**src/hdl/bmp_pkg.sv**
```systemverilog
// Shared types and constants for the BMP 24-bit to RGB555 frame writer.
package bmp_pkg;

  localparam logic [15:0] BMP_SIG          = 16'h4D42;
  localparam logic [15:0] BMP_DEPTH        = 16'd24;
  localparam logic [31:0] HDR_BYTES        = 32'd54;
  localparam logic [31:0] FRAME_BASE_RESET = 32'h000A_0000;

  typedef enum logic [1:0] {
    KIND_PIXEL     = 2'd0,
    KIND_BAD_SIG   = 2'd1,
    KIND_BAD_DEPTH = 2'd2,
    KIND_BAD_SIZE  = 2'd3
  } kind_e;

  // Control from the header parser to the pixel packer, valid for one accepted byte.
  typedef struct packed {
    logic clear;     // start of a new file
    logic row_load;  // take the address of the first output row
    logic en;        // this byte belongs to the pixel array
  } pix_ctrl_t;

endpackage

```
**src/hdl/bmp_byte_if.sv**
```systemverilog
// Input channel: one file byte per request.
interface bmp_byte_if;
  logic       valid;
  logic       ready;
  logic [7:0] data_byte;
  logic       start_of_file;

  modport source (output valid, output data_byte, output start_of_file, input ready);
  modport sink   (input valid, input data_byte, input start_of_file, output ready);
endinterface

```
**src/hdl/bmp_res_if.sv**
```systemverilog
// Output channel: one pixel write or status per request.
interface bmp_res_if;
  logic        valid;
  logic        ready;
  logic [1:0]  kind;
  logic [31:0] byte_address;
  logic [14:0] color;
  logic        last;

  modport source (output valid, output kind, output byte_address, output color, output last,
                  input ready);
  modport sink   (input valid, input kind, input byte_address, input color, input last,
                  output ready);
endinterface

```
**src/hdl/bmp_hdr.sv**
```systemverilog
// Header parser: file phase, byte counter, header fields, checks, first row address.
module bmp_hdr #(
  parameter int MAX_WIDTH  = 4096,
  parameter int MAX_HEIGHT = 4096,
  localparam int WDW = $clog2(MAX_WIDTH + 1),
  localparam int HDW = $clog2(MAX_HEIGHT + 1)
) (
  input  logic                     clk_i,
  input  logic                     rst_ni,
  input  logic                     take_i,
  input  logic [7:0]               data_i,
  input  logic                     sof_i,
  input  logic [31:0]              frame_base_i,
  input  logic                     pix_last_i,
  output bmp_pkg::pix_ctrl_t       ctrl_o,
  output logic                     err_valid_o,
  output bmp_pkg::kind_e           err_kind_o,
  output logic [31:0]              row_init_o,
  output logic [WDW-1:0]           width_o,
  output logic [HDW-1:0]           height_o
);
  import bmp_pkg::*;

  typedef enum logic [3:0] {
    PH_IDLE   = 4'b0001,
    PH_HEADER = 4'b0010,
    PH_PIXELS = 4'b0100,
    PH_DONE   = 4'b1000
  } phase_e;

  phase_e      phase_q, phase_d, cur_phase;
  logic [31:0] pos_q, pos_d, cur_pos;
  logic [15:0] sig_q, sig_d;
  logic [31:0] off_q, off_d;
  logic [31:0] width_q, width_d;
  logic [31:0] height_q, height_d;
  logic [15:0] depth_q, depth_d;
  logic [31:0] prod_q, prod_d;
  logic [31:0] base_q, base_d;
  logic [15:0] hm1;

  function automatic logic dim_ok(logic [31:0] raw, logic [31:0] lim);
    return (raw != 32'd0) && !raw[31] && (raw <= lim);
  endfunction

  assign cur_phase = sof_i ? PH_HEADER : phase_q;
  assign cur_pos   = sof_i ? 32'd0 : pos_q;
  assign hm1       = height_q[15:0] - 16'd1;

  always_comb begin
    phase_d     = phase_q;
    pos_d       = pos_q;
    sig_d       = sig_q;
    off_d       = off_q;
    width_d     = width_q;
    height_d    = height_q;
    depth_d     = depth_q;
    prod_d      = prod_q;
    base_d      = base_q;
    ctrl_o      = '0;
    err_valid_o = 1'b0;
    err_kind_o  = KIND_PIXEL;
    if (take_i) begin
      ctrl_o.clear = sof_i;
      phase_d      = cur_phase;
      if (cur_phase == PH_HEADER) begin
        pos_d = (cur_pos == '1) ? cur_pos : cur_pos + 32'd1;
        if (cur_pos < HDR_BYTES) begin
          unique case (cur_pos[5:0])
            6'd0:    sig_d[7:0]      = data_i;
            6'd1:    sig_d[15:8]     = data_i;
            6'd10:   off_d[7:0]      = data_i;
            6'd11:   off_d[15:8]     = data_i;
            6'd12:   off_d[23:16]    = data_i;
            6'd13:   off_d[31:24]    = data_i;
            6'd18:   width_d[7:0]    = data_i;
            6'd19:   width_d[15:8]   = data_i;
            6'd20:   width_d[23:16]  = data_i;
            6'd21:   width_d[31:24]  = data_i;
            6'd22:   height_d[7:0]   = data_i;
            6'd23:   height_d[15:8]  = data_i;
            6'd24:   height_d[23:16] = data_i;
            6'd25:   height_d[31:24] = data_i;
            6'd28:   depth_d[7:0]    = data_i;
            6'd29:   depth_d[15:8]   = data_i;
            default: ;
          endcase
          if (cur_pos == 32'd13 && sig_q != BMP_SIG) begin
            err_valid_o = 1'b1;
            err_kind_o  = KIND_BAD_SIG;
          end else if (cur_pos == HDR_BYTES - 32'd1) begin
            if (depth_q != BMP_DEPTH) begin
              err_valid_o = 1'b1;
              err_kind_o  = KIND_BAD_DEPTH;
            end else if (!dim_ok(width_q, 32'(MAX_WIDTH)) ||
                         !dim_ok(height_q, 32'(MAX_HEIGHT))) begin
              err_valid_o = 1'b1;
              err_kind_o  = KIND_BAD_SIZE;
            end else begin
              if (off_q < HDR_BYTES) off_d = HDR_BYTES;
              prod_d = 32'(hm1) * 32'(width_q[15:0]);
              base_d = frame_base_i;
            end
          end
        end else begin
          ctrl_o.row_load = 1'b1;
          if (cur_pos >= off_q) begin
            phase_d   = PH_PIXELS;
            ctrl_o.en = 1'b1;
          end
        end
      end else if (cur_phase == PH_PIXELS) begin
        ctrl_o.en = 1'b1;
      end
      // drop everything until the next start after an error or the final pixel
      if (err_valid_o || (ctrl_o.en && pix_last_i)) phase_d = PH_DONE;
    end
  end

  always_ff @(posedge clk_i or negedge rst_ni) begin
    if (!rst_ni) begin
      phase_q <= PH_IDLE;
      pos_q   <= '0;
    end else begin
      phase_q <= phase_d;
      pos_q   <= pos_d;
    end
  end

  always_ff @(posedge clk_i) begin
    sig_q    <= sig_d;
    off_q    <= off_d;
    width_q  <= width_d;
    height_q <= height_d;
    depth_q  <= depth_d;
    prod_q   <= prod_d;
    base_q   <= base_d;
  end

  assign row_init_o = base_q + {prod_q[30:0], 1'b0};
  assign width_o    = width_q[WDW-1:0];
  assign height_o   = height_q[HDW-1:0];

  a_err_done: assert property (@(posedge clk_i) disable iff (!rst_ni)
    (take_i && err_valid_o) |=> (phase_q == PH_DONE))
    else $error("parser not done after status");
  a_pix_phase: assert property (@(posedge clk_i) disable iff (!rst_ni)
    ctrl_o.en |-> (!sof_i && (phase_q == PH_PIXELS || phase_q == PH_HEADER)))
    else $error("pixel byte outside pixel array");
endmodule

```
**src/hdl/bmp_pix.sv**
```systemverilog
// Pixel packer: BGR triplet assembly, RGB555 packing, row padding and frame addressing.
module bmp_pix #(
  parameter int MAX_WIDTH  = 4096,
  parameter int MAX_HEIGHT = 4096,
  localparam int WDW = $clog2(MAX_WIDTH + 1),
  localparam int HDW = $clog2(MAX_HEIGHT + 1)
) (
  input  logic               clk_i,
  input  logic               rst_ni,
  input  bmp_pkg::pix_ctrl_t ctrl_i,
  input  logic [7:0]         data_i,
  input  logic [31:0]        row_init_i,
  input  logic [WDW-1:0]     width_i,
  input  logic [HDW-1:0]     height_i,
  output logic               pix_valid_o,
  output logic               last_o,
  output logic [31:0]        addr_o,
  output logic [14:0]        color_o
);
  import bmp_pkg::*;

  logic [1:0]     comp_q, comp_d;
  logic [1:0]     pad_q, pad_d;
  logic [WDW-1:0] col_q, col_d, col_inc;
  logic [HDW-1:0] row_q, row_d, row_inc;
  logic [31:0]    row_addr_q, row_addr_d;
  logic [7:0]     blue_q, blue_d, green_q, green_d;
  logic           emit, col_wrap, row_wrap;

  assign col_inc  = col_q + 1'b1;
  assign row_inc  = row_q + 1'b1;
  assign col_wrap = col_inc >= width_i;
  assign row_wrap = row_inc >= height_i;
  assign emit     = (pad_q == 2'd0) && (comp_q == 2'd2);

  assign pix_valid_o = ctrl_i.en && emit;
  assign last_o      = emit && col_wrap && row_wrap;
  assign addr_o      = row_addr_q + 32'({col_q, 1'b0});
  assign color_o     = {data_i[7:3], green_q[7:3], blue_q[7:3]};

  always_comb begin
    comp_d     = comp_q;
    pad_d      = pad_q;
    col_d      = col_q;
    row_d      = row_q;
    row_addr_d = row_addr_q;
    blue_d     = blue_q;
    green_d    = green_q;
    if (ctrl_i.clear) begin
      comp_d = '0;
      pad_d  = '0;
      col_d  = '0;
      row_d  = '0;
    end
    if (ctrl_i.row_load) row_addr_d = row_init_i;
    if (ctrl_i.en) begin
      if (pad_q != 2'd0) begin
        pad_d = pad_q - 2'd1;
      end else if (comp_q == 2'd0) begin
        blue_d = data_i;
        comp_d = 2'd1;
      end else if (comp_q == 2'd1) begin
        green_d = data_i;
        comp_d  = 2'd2;
      end else begin
        comp_d = 2'd0;
        col_d  = col_inc;
        if (col_wrap) begin
          // advance to the row above in the frame
          col_d      = '0;
          row_d      = row_inc;
          pad_d      = 2'(width_i);
          row_addr_d = row_addr_q - 32'({width_i, 1'b0});
        end
      end
    end
  end

  always_ff @(posedge clk_i or negedge rst_ni) begin
    if (!rst_ni) begin
      comp_q <= '0;
      pad_q  <= '0;
      col_q  <= '0;
      row_q  <= '0;
    end else begin
      comp_q <= comp_d;
      pad_q  <= pad_d;
      col_q  <= col_d;
      row_q  <= row_d;
    end
  end

  always_ff @(posedge clk_i) begin
    row_addr_q <= row_addr_d;
    blue_q     <= blue_d;
    green_q    <= green_d;
  end
endmodule

```
**src/hdl/bmp24_to_rgb555_framewriter.sv**
```systemverilog
// Top level: BMP byte stream in, RGB555 frame writes and status out.
//
// bytes_i takes one BMP file byte per request; start_of_file marks byte 0 and
// restarts the parse at any time. Header bytes are captured and checked; the
// pixel array yields one request on results_o per BGR triplet: kind 0, the
// frame byte address of the pixel (rows flipped, padding dropped), the RGB555
// color and last on the final pixel. A bad signature, depth or size gives one
// status request of kind 1, 2 or 3, and bytes are ignored until the next start.
// cfg_we_i / cfg_wdata_i write frame_base, the frame start address.
//
// Results are registered: a result shows on results_o in the cycle after the
// byte that causes it. Throughput is one byte per cycle while the receiver
// takes results; all parsing and packing sits between the byte handshake and
// the output register. When the receiver stalls, the held result keeps
// bytes_i.ready low until it is taken; a taken result frees the register for
// a byte in the same cycle. Reset idles the parser (bytes ignored until a
// start) and sets frame_base to 0xA0000.
module bmp24_to_rgb555_framewriter #(
  parameter int MAX_WIDTH  = 4096,
  parameter int MAX_HEIGHT = 4096
) (
  input  logic        clk_i,
  input  logic        rst_ni,
  input  logic        cfg_we_i,
  input  logic [31:0] cfg_wdata_i,
  bmp_byte_if.sink    bytes_i,
  bmp_res_if.source   results_o
);
  import bmp_pkg::*;

  localparam int WDW = $clog2(MAX_WIDTH + 1);
  localparam int HDW = $clog2(MAX_HEIGHT + 1);

  logic           take;
  logic [31:0]    frame_base_q;
  pix_ctrl_t      ctrl;
  logic           err_valid, pix_valid, pix_last;
  kind_e          err_kind;
  logic [31:0]    row_init, pix_addr;
  logic [14:0]    pix_color;
  logic [WDW-1:0] width;
  logic [HDW-1:0] height;

  logic           out_valid_q, out_valid_d;
  kind_e          kind_q;
  logic [31:0]    addr_q;
  logic [14:0]    color_q;
  logic           last_q;

  assign bytes_i.ready = !out_valid_q || results_o.ready;
  assign take          = bytes_i.valid && bytes_i.ready;

  always_ff @(posedge clk_i or negedge rst_ni) begin
    if (!rst_ni) begin
      frame_base_q <= FRAME_BASE_RESET;
    end else if (cfg_we_i) begin
      frame_base_q <= cfg_wdata_i;
    end
  end

  bmp_hdr #(
    .MAX_WIDTH  (MAX_WIDTH),
    .MAX_HEIGHT (MAX_HEIGHT)
  ) u_hdr (
    .clk_i        (clk_i),
    .rst_ni       (rst_ni),
    .take_i       (take),
    .data_i       (bytes_i.data_byte),
    .sof_i        (bytes_i.start_of_file),
    .frame_base_i (frame_base_q),
    .pix_last_i   (pix_last),
    .ctrl_o       (ctrl),
    .err_valid_o  (err_valid),
    .err_kind_o   (err_kind),
    .row_init_o   (row_init),
    .width_o      (width),
    .height_o     (height)
  );

  bmp_pix #(
    .MAX_WIDTH  (MAX_WIDTH),
    .MAX_HEIGHT (MAX_HEIGHT)
  ) u_pix (
    .clk_i       (clk_i),
    .rst_ni      (rst_ni),
    .ctrl_i      (ctrl),
    .data_i      (bytes_i.data_byte),
    .row_init_i  (row_init),
    .width_i     (width),
    .height_i    (height),
    .pix_valid_o (pix_valid),
    .last_o      (pix_last),
    .addr_o      (pix_addr),
    .color_o     (pix_color)
  );

  always_comb begin
    out_valid_d = out_valid_q;
    if (take && (err_valid || pix_valid)) begin
      out_valid_d = 1'b1;
    end else if (results_o.ready) begin
      out_valid_d = 1'b0;
    end
  end

  always_ff @(posedge clk_i or negedge rst_ni) begin
    if (!rst_ni) begin
      out_valid_q <= 1'b0;
    end else begin
      out_valid_q <= out_valid_d;
    end
  end

  // load the payload only with a new request, hold it otherwise
  always_ff @(posedge clk_i) begin
    if (take && (err_valid || pix_valid)) begin
      if (err_valid) begin
        kind_q  <= err_kind;
        addr_q  <= '0;
        color_q <= '0;
        last_q  <= 1'b0;
      end else begin
        kind_q  <= KIND_PIXEL;
        addr_q  <= pix_addr;
        color_q <= pix_color;
        last_q  <= pix_last;
      end
    end
  end

  assign results_o.valid        = out_valid_q;
  assign results_o.kind         = kind_q;
  assign results_o.byte_address = addr_q;
  assign results_o.color        = color_q;
  assign results_o.last         = last_q;

  a_one_source: assert property (@(posedge clk_i) disable iff (!rst_ni)
    !(err_valid && pix_valid))
    else $error("status and pixel in the same cycle");
  a_status_zero: assert property (@(posedge clk_i) disable iff (!rst_ni)
    (out_valid_q && kind_q != KIND_PIXEL) |-> (addr_q == '0 && color_q == '0 && !last_q))
    else $error("status request carries pixel data");
  a_new_result: assert property (@(posedge clk_i) disable iff (!rst_ni)
    (take && pix_valid) |=> out_valid_q)
    else $error("pixel request lost");
endmodule
```
**src/flat_wrapper.sv**
```systemverilog
// flat-port wrapper written by rule: the top's interface ports become plain ports
module bmp24_to_rgb555_framewriter_flat import bmp_pkg::*;
#(
  parameter int MAX_WIDTH  = 4096,
  parameter int MAX_HEIGHT = 4096
)
  (clk_i, rst_ni, cfg_we_i, cfg_wdata_i, bytes_i_valid, bytes_i_data_byte, bytes_i_start_of_file, bytes_i_ready, results_o_valid, results_o_kind, results_o_byte_address, results_o_color, results_o_last, results_o_ready);
  bmp_byte_if bytes_i_i ();
  bmp_res_if results_o_i ();
  input  logic clk_i;
  input  logic rst_ni;
  input  logic cfg_we_i;
  input  logic [31:0] cfg_wdata_i;
  input wire logic [$bits(bytes_i_i.valid)-1:0] bytes_i_valid;
  input wire logic [$bits(bytes_i_i.data_byte)-1:0] bytes_i_data_byte;
  input wire logic [$bits(bytes_i_i.start_of_file)-1:0] bytes_i_start_of_file;
  output wire logic [$bits(bytes_i_i.ready)-1:0] bytes_i_ready;
  output wire logic [$bits(results_o_i.valid)-1:0] results_o_valid;
  output wire logic [$bits(results_o_i.kind)-1:0] results_o_kind;
  output wire logic [$bits(results_o_i.byte_address)-1:0] results_o_byte_address;
  output wire logic [$bits(results_o_i.color)-1:0] results_o_color;
  output wire logic [$bits(results_o_i.last)-1:0] results_o_last;
  input wire logic [$bits(results_o_i.ready)-1:0] results_o_ready;
  assign bytes_i_i.valid = bytes_i_valid;
  assign bytes_i_i.data_byte = bytes_i_data_byte;
  assign bytes_i_i.start_of_file = bytes_i_start_of_file;
  assign bytes_i_ready = bytes_i_i.ready;
  assign results_o_valid = results_o_i.valid;
  assign results_o_kind = results_o_i.kind;
  assign results_o_byte_address = results_o_i.byte_address;
  assign results_o_color = results_o_i.color;
  assign results_o_last = results_o_i.last;
  assign results_o_i.ready = results_o_ready;
  bmp24_to_rgb555_framewriter #(.MAX_WIDTH(MAX_WIDTH), .MAX_HEIGHT(MAX_HEIGHT)) u_core (.clk_i(clk_i), .rst_ni(rst_ni), .cfg_we_i(cfg_we_i), .cfg_wdata_i(cfg_wdata_i), .bytes_i(bytes_i_i), .results_o(results_o_i));
endmodule
```
**config.mk**
```make
export PLATFORM = sky130hd
export DESIGN_NAME = bmp24_to_rgb555_framewriter_flat
export DESIGN_NICKNAME = d
export VERILOG_FILES = /design/src/hdl/bmp_pkg.sv /design/src/hdl/bmp_byte_if.sv /design/src/hdl/bmp_res_if.sv /design/src/hdl/bmp_hdr.sv /design/src/hdl/bmp_pix.sv /design/src/hdl/bmp24_to_rgb555_framewriter.sv /design/src/flat_wrapper.sv
export SDC_FILE = /design/constraint.sdc
export NUM_CORES = 1
export LEC_CHECK = 0
export BUFFER_PORTS_ARGS = -buffer_cell sky130_fd_sc_hd__buf_2
export CAP_MARGIN = 10
export CORE_MARGIN = 10
export CORE_UTILIZATION = 55
export CTS_CLUSTER_DIAMETER = 50
export DETAILED_ROUTE_END_ITERATION = 16
export PLACE_DENSITY = 0.72
export SLEW_MARGIN = 20
export SYNTH_ARGS = -nofsm -noshare
export SYNTH_HDL_FRONTEND = slang
export SYNTH_HIERARCHICAL = 1
export SYNTH_SLANG_ARGS = --single-unit
```
**constraint.sdc**
```tcl
create_clock -name clk_i -period 9.3 [get_ports clk_i]
set_input_delay 0 -clock clk_i [delete_from_list [all_inputs] [get_ports clk_i]]
set_output_delay 0 -clock clk_i [all_outputs]
set_load 0.05 [all_outputs]
```
==> impl_summary.log <==
[metrics] post-synthesis area per instance: 10.3 µm²
[metrics] chip width: 249 µm
[metrics] number of buffer and inverter stages on the critical path: 1
[metrics] antenna diode instance count: 0
[metrics] number of sinks on the clock net: 382
[metrics] standard cell area after detailed placement: 29,800 µm²
[metrics] CORE AREA: 51,600 µm²
[metrics] final worst setup slack: about 1.3 ns
[metrics] global-route usage over all layers: 22.2%
[metrics] worst min-delay path startpoint: bytes_i_start_of_file
[metrics] area of the die: 62,100 µm²
[metrics] post-synthesis register bit count: 382
[metrics] f_max: approximately 130 MHz
[metrics] max-slew violations: 0
[metrics] static leakage power: 0.0142 µW
[metrics] setup TNS: 0 ns
[metrics] routed wire length per instance: 19.4 µm
[metrics] initial antenna violation count: 0
[metrics] die height: roughly 250 µm
[metrics] Remaining Overflow, GRT: 0
[metrics] peak per-stage delay on the critical path: 0.59 ns
[metrics] crit path DAT: 8.30 ns
[metrics] Main synth FF type: edfxtp_1
[metrics] most common cell after layout, fill and taps aside: inv_1
[metrics] pwr dens: 125 nW/µm²
[metrics] required time worst endpoint: between 9 and 10 ns
[metrics] buffers added on ports: 97
[metrics] cell at the slowest stage of the critical path: or4_1
[metrics] worst skew pair latency: 0.59 ns
[metrics] post-DR vias/cell: roughly 5.7
[metrics] number of synthesis warnings: 6
[metrics] starting density of the core: 56.0%
[metrics] clock buffer count from CTS: 46
[metrics] H-Tree Depth: 2
[metrics] gp weighted congestion: 0.937
[metrics] site row count: 83
[metrics] fraction of synthesis flops using an asynchronous set or reset pin: 25.9%
[metrics] number of synthesized flops with an enable pin: 252
[metrics] status: complete, no violations
[metrics] launching instance or port of the critical path: u_core/u_hdr/height_q[3]
[metrics] fraction of the yosys area taken by sequential cells: roughly 37%
[metrics] post-placement setup slack: around 1.4 ns
[metrics] CTS root buffer: clkbuf_16
[metrics] slew at the pin with the worst max-slew slack: 1.12 ns
[metrics] estimated wirelength of the detail-placed design: 51,200 µm
[metrics] largest clock skew in the final design: ~0.03 ns
[metrics] critical path capture point type: flop
[metrics] post-synthesis cell area: between 20,000 and 30,000 µm²
[metrics] commonest non-fill, non-tap cells in the layout: inv_1 (335), nand2_1 (292), edfxtp_1 (252)
[metrics] period utilization: 85.8%
[metrics] final setup violating endpoints: 0
[metrics] DRT Pass-1 Iters: 7
[metrics] kind of cell adding the most delay to the critical path: adder cells
[metrics] peak fanout along the critical path: 11
[metrics] final cell utilization of the core: 61.9%
[metrics] critical path's most frequent cell: fa_1
[metrics] syn nets: between 3,000 and 4,000
[metrics] clock-pin transition on the worst setup and hold timing paths: roughly 0.060 ns
[metrics] Final Hold Vio Count: 0
[metrics] ratio of cells with drive above 1 in the final layout: 10.1%
[metrics] number of buffers on the longest clock path: 3
[metrics] global-route wire length before repair: roughly 110,000 µm
[metrics] io pins: 98
[metrics] pin count of the biggest net entering global routing: 70
[metrics] relative area change from synthesis to final layout: 10.6%
[metrics] final instance area: 31,900 µm²
[metrics] wire length reported by the detailed router: 70,100 µm
[metrics] number of max-capacitance violations reported: 0
[metrics] count of cell types in the netlist: 87
[metrics] count of nets left with antenna violations after detail routing: 0
[metrics] RSZ-0062 raised after global routing: no
[metrics] Synth Instances: 2,797
[metrics] number of global-route vias before repair: about 21,000
[metrics] startpoint kind of the worst setup timing path: flop
[metrics] peak supply drop: 179 µV
[metrics] DRC errors left: 0
[metrics] total number of vias: 20,700
[metrics] Setup CP Type: reg2reg
[metrics] minimum period implied by the final worst setup slack: around 8.0 ns
[metrics] Detailed Route Iter0 Violations: roughly 1,400
[metrics] Total Nets Final: ~3,400
[metrics] critical path cell sequence: or4_1 -> or2_2 -> or4_1 -> xnor2_1 -> buf_4 -> and2_1 -> fa_1 -> fa_1 -> fa_1 -> fa_1 -> fa_1 -> ha_1 -> ha_1 -> a21o_1 -> a21o_1 -> a221o_1 -> a21oi_1 -> o21ai_0 -> a211o_1 -> a21oi_1 -> xnor2_1
[metrics] clock tree from TritonCTS: built
[metrics] startpoint of the worst-slack reg-to-reg timing path: u_core/u_hdr/height_q[3]
[metrics] Max-slew headroom: 25.6%
[metrics] postcts setup bufs: 0
[metrics] Tightest Hold Check Type: in2reg
-- routing by layer --
metal  track usage, %  share of wire (%)  vias up
met3             2.91                5.3      138
met2             38.3                 50      639
met1             28.3                 42    10200
met4             7.18                3.0        0
li1                 -                  -     9677
met5                0                  0        -
-- area by class of cell --
type,count,area [µm²]
clock buffers,55,1240
clock inverters,30,438
fillers,4114,19700
inverters,336,1260
multi-input cells,1959,16300
flip-flops and latches,382,10700
well taps,680,851
repair buffers,167,1130
-- worst paths after layout --
| check | endpoint | slack (ns) | cells past startpoint |
|---|---|---|---|
| worst max register to register | u_core/u_hdr/prod_q[29] | 1.32 | 21 |
| min in group asynchronous | u_core/frame_base_q[17] | 0.06 | 2 |
| worst max-delay path | u_core/u_hdr/prod_q[29] | 1.32 | 21 |
| worst min register to register | u_core/u_hdr/base_q[4] | 0.45 | 0 |
| worst min-delay path | u_core/u_hdr/pos_q[31] | 0.05 | 3 |
| max in group asynchronous | u_core/u_hdr/pos_q[7] | 8.29 | 3 |
-- through the flow --
step | instances | total power, µW | hold WS, ns
floorplan | 2797 | 1990 | -0.296
global placement | 3480 | 2040 | -0.0340
detailed placement | 3480 | 2050 | -0.0261
CTS | 3609 | 4010 | 0.0226
global route | 3609 | 4100 | 0.0438
finish | 3609 | 3980 | 0.0549
-- timing repair --
action                    4_1_cts  5_1_grt
hold buffers                   44        0
resized for setup               0        0
hold endpoints to repair      178        0
-- kinds of logic after synthesis --
family          after synthesis  synth area share [%]
mux                          72                  3.14
fa+ha+maj                   417                  23.2
simple gates                922                  16.5
buf+inv                     456                  6.60
xor+xnor                    160                  4.85
flops                       382                  36.9
compound gates              388                  8.82
-- synthesized netlist by cell type, types with 26 or more instances --
library cell	number	area [µm²]
a211oi_1	26	195
a21o_1	46	345
a21oi_1	89	445
and2_1	112	701
and3_1	26	163
buf_4	33	248
clkbuf_1	70	263
dfrtp_1	96	2400
dfxtp_1	31	621
edfxtp_1	252	7570
fa_1	196	3920
ha_1	221	2770
inv_1	335	1260
mux2_2	29	327
mux2_4	30	450
nand2_1	292	1100
nand2b_1	36	225
nand3_1	59	295
nand4_1	28	175
nor2_1	110	413
nor2b_1	109	682
nor3_1	35	175
nor4_1	39	244
o21ai_0	77	385
xnor2_1	96	841
xor2_1	64	561
-- sequential cells by signal, indices dropped and copies added (netlist names), 5 cells and up --
| register | flops |
|---|---|
| u_core/u_hdr/base_q | 32 |
| u_core/u_hdr/pos_q | 32 |
| u_core/u_pix/row_addr_q | 32 |
| u_core/u_hdr/sig_q | 16 |
| u_core/u_hdr/depth_q | 16 |
| u_core/u_pix/green_q | 5 |
| u_core/u_pix/row_q | 13 |
| u_core/u_hdr/width_q | 32 |
| u_core/u_pix/col_q | 13 |
| u_core/results_o.byte_address | 32 |
| u_core/results_o.color | 15 |
| u_core/frame_base_q | 32 |
| u_core/u_hdr/prod_q | 31 |
| u_core/u_hdr/height_q | 32 |
| u_core/u_hdr/off_q | 32 |
| u_core/u_pix/blue_q | 5 |
-- power by group --
group,internal (µW),total (µW),switching [µW]
Sequential,1850,1870,23.4
Clock,1210,1950,735
Combinational,67.8,157,89.7
-- tightest hold or removal path, stage by stage --
cell and delay, ns:
buf_2 0.37, nand2_1 0.15, o22ai_1 0.07
No activity file was read; power rests on OpenSTA's default activity.
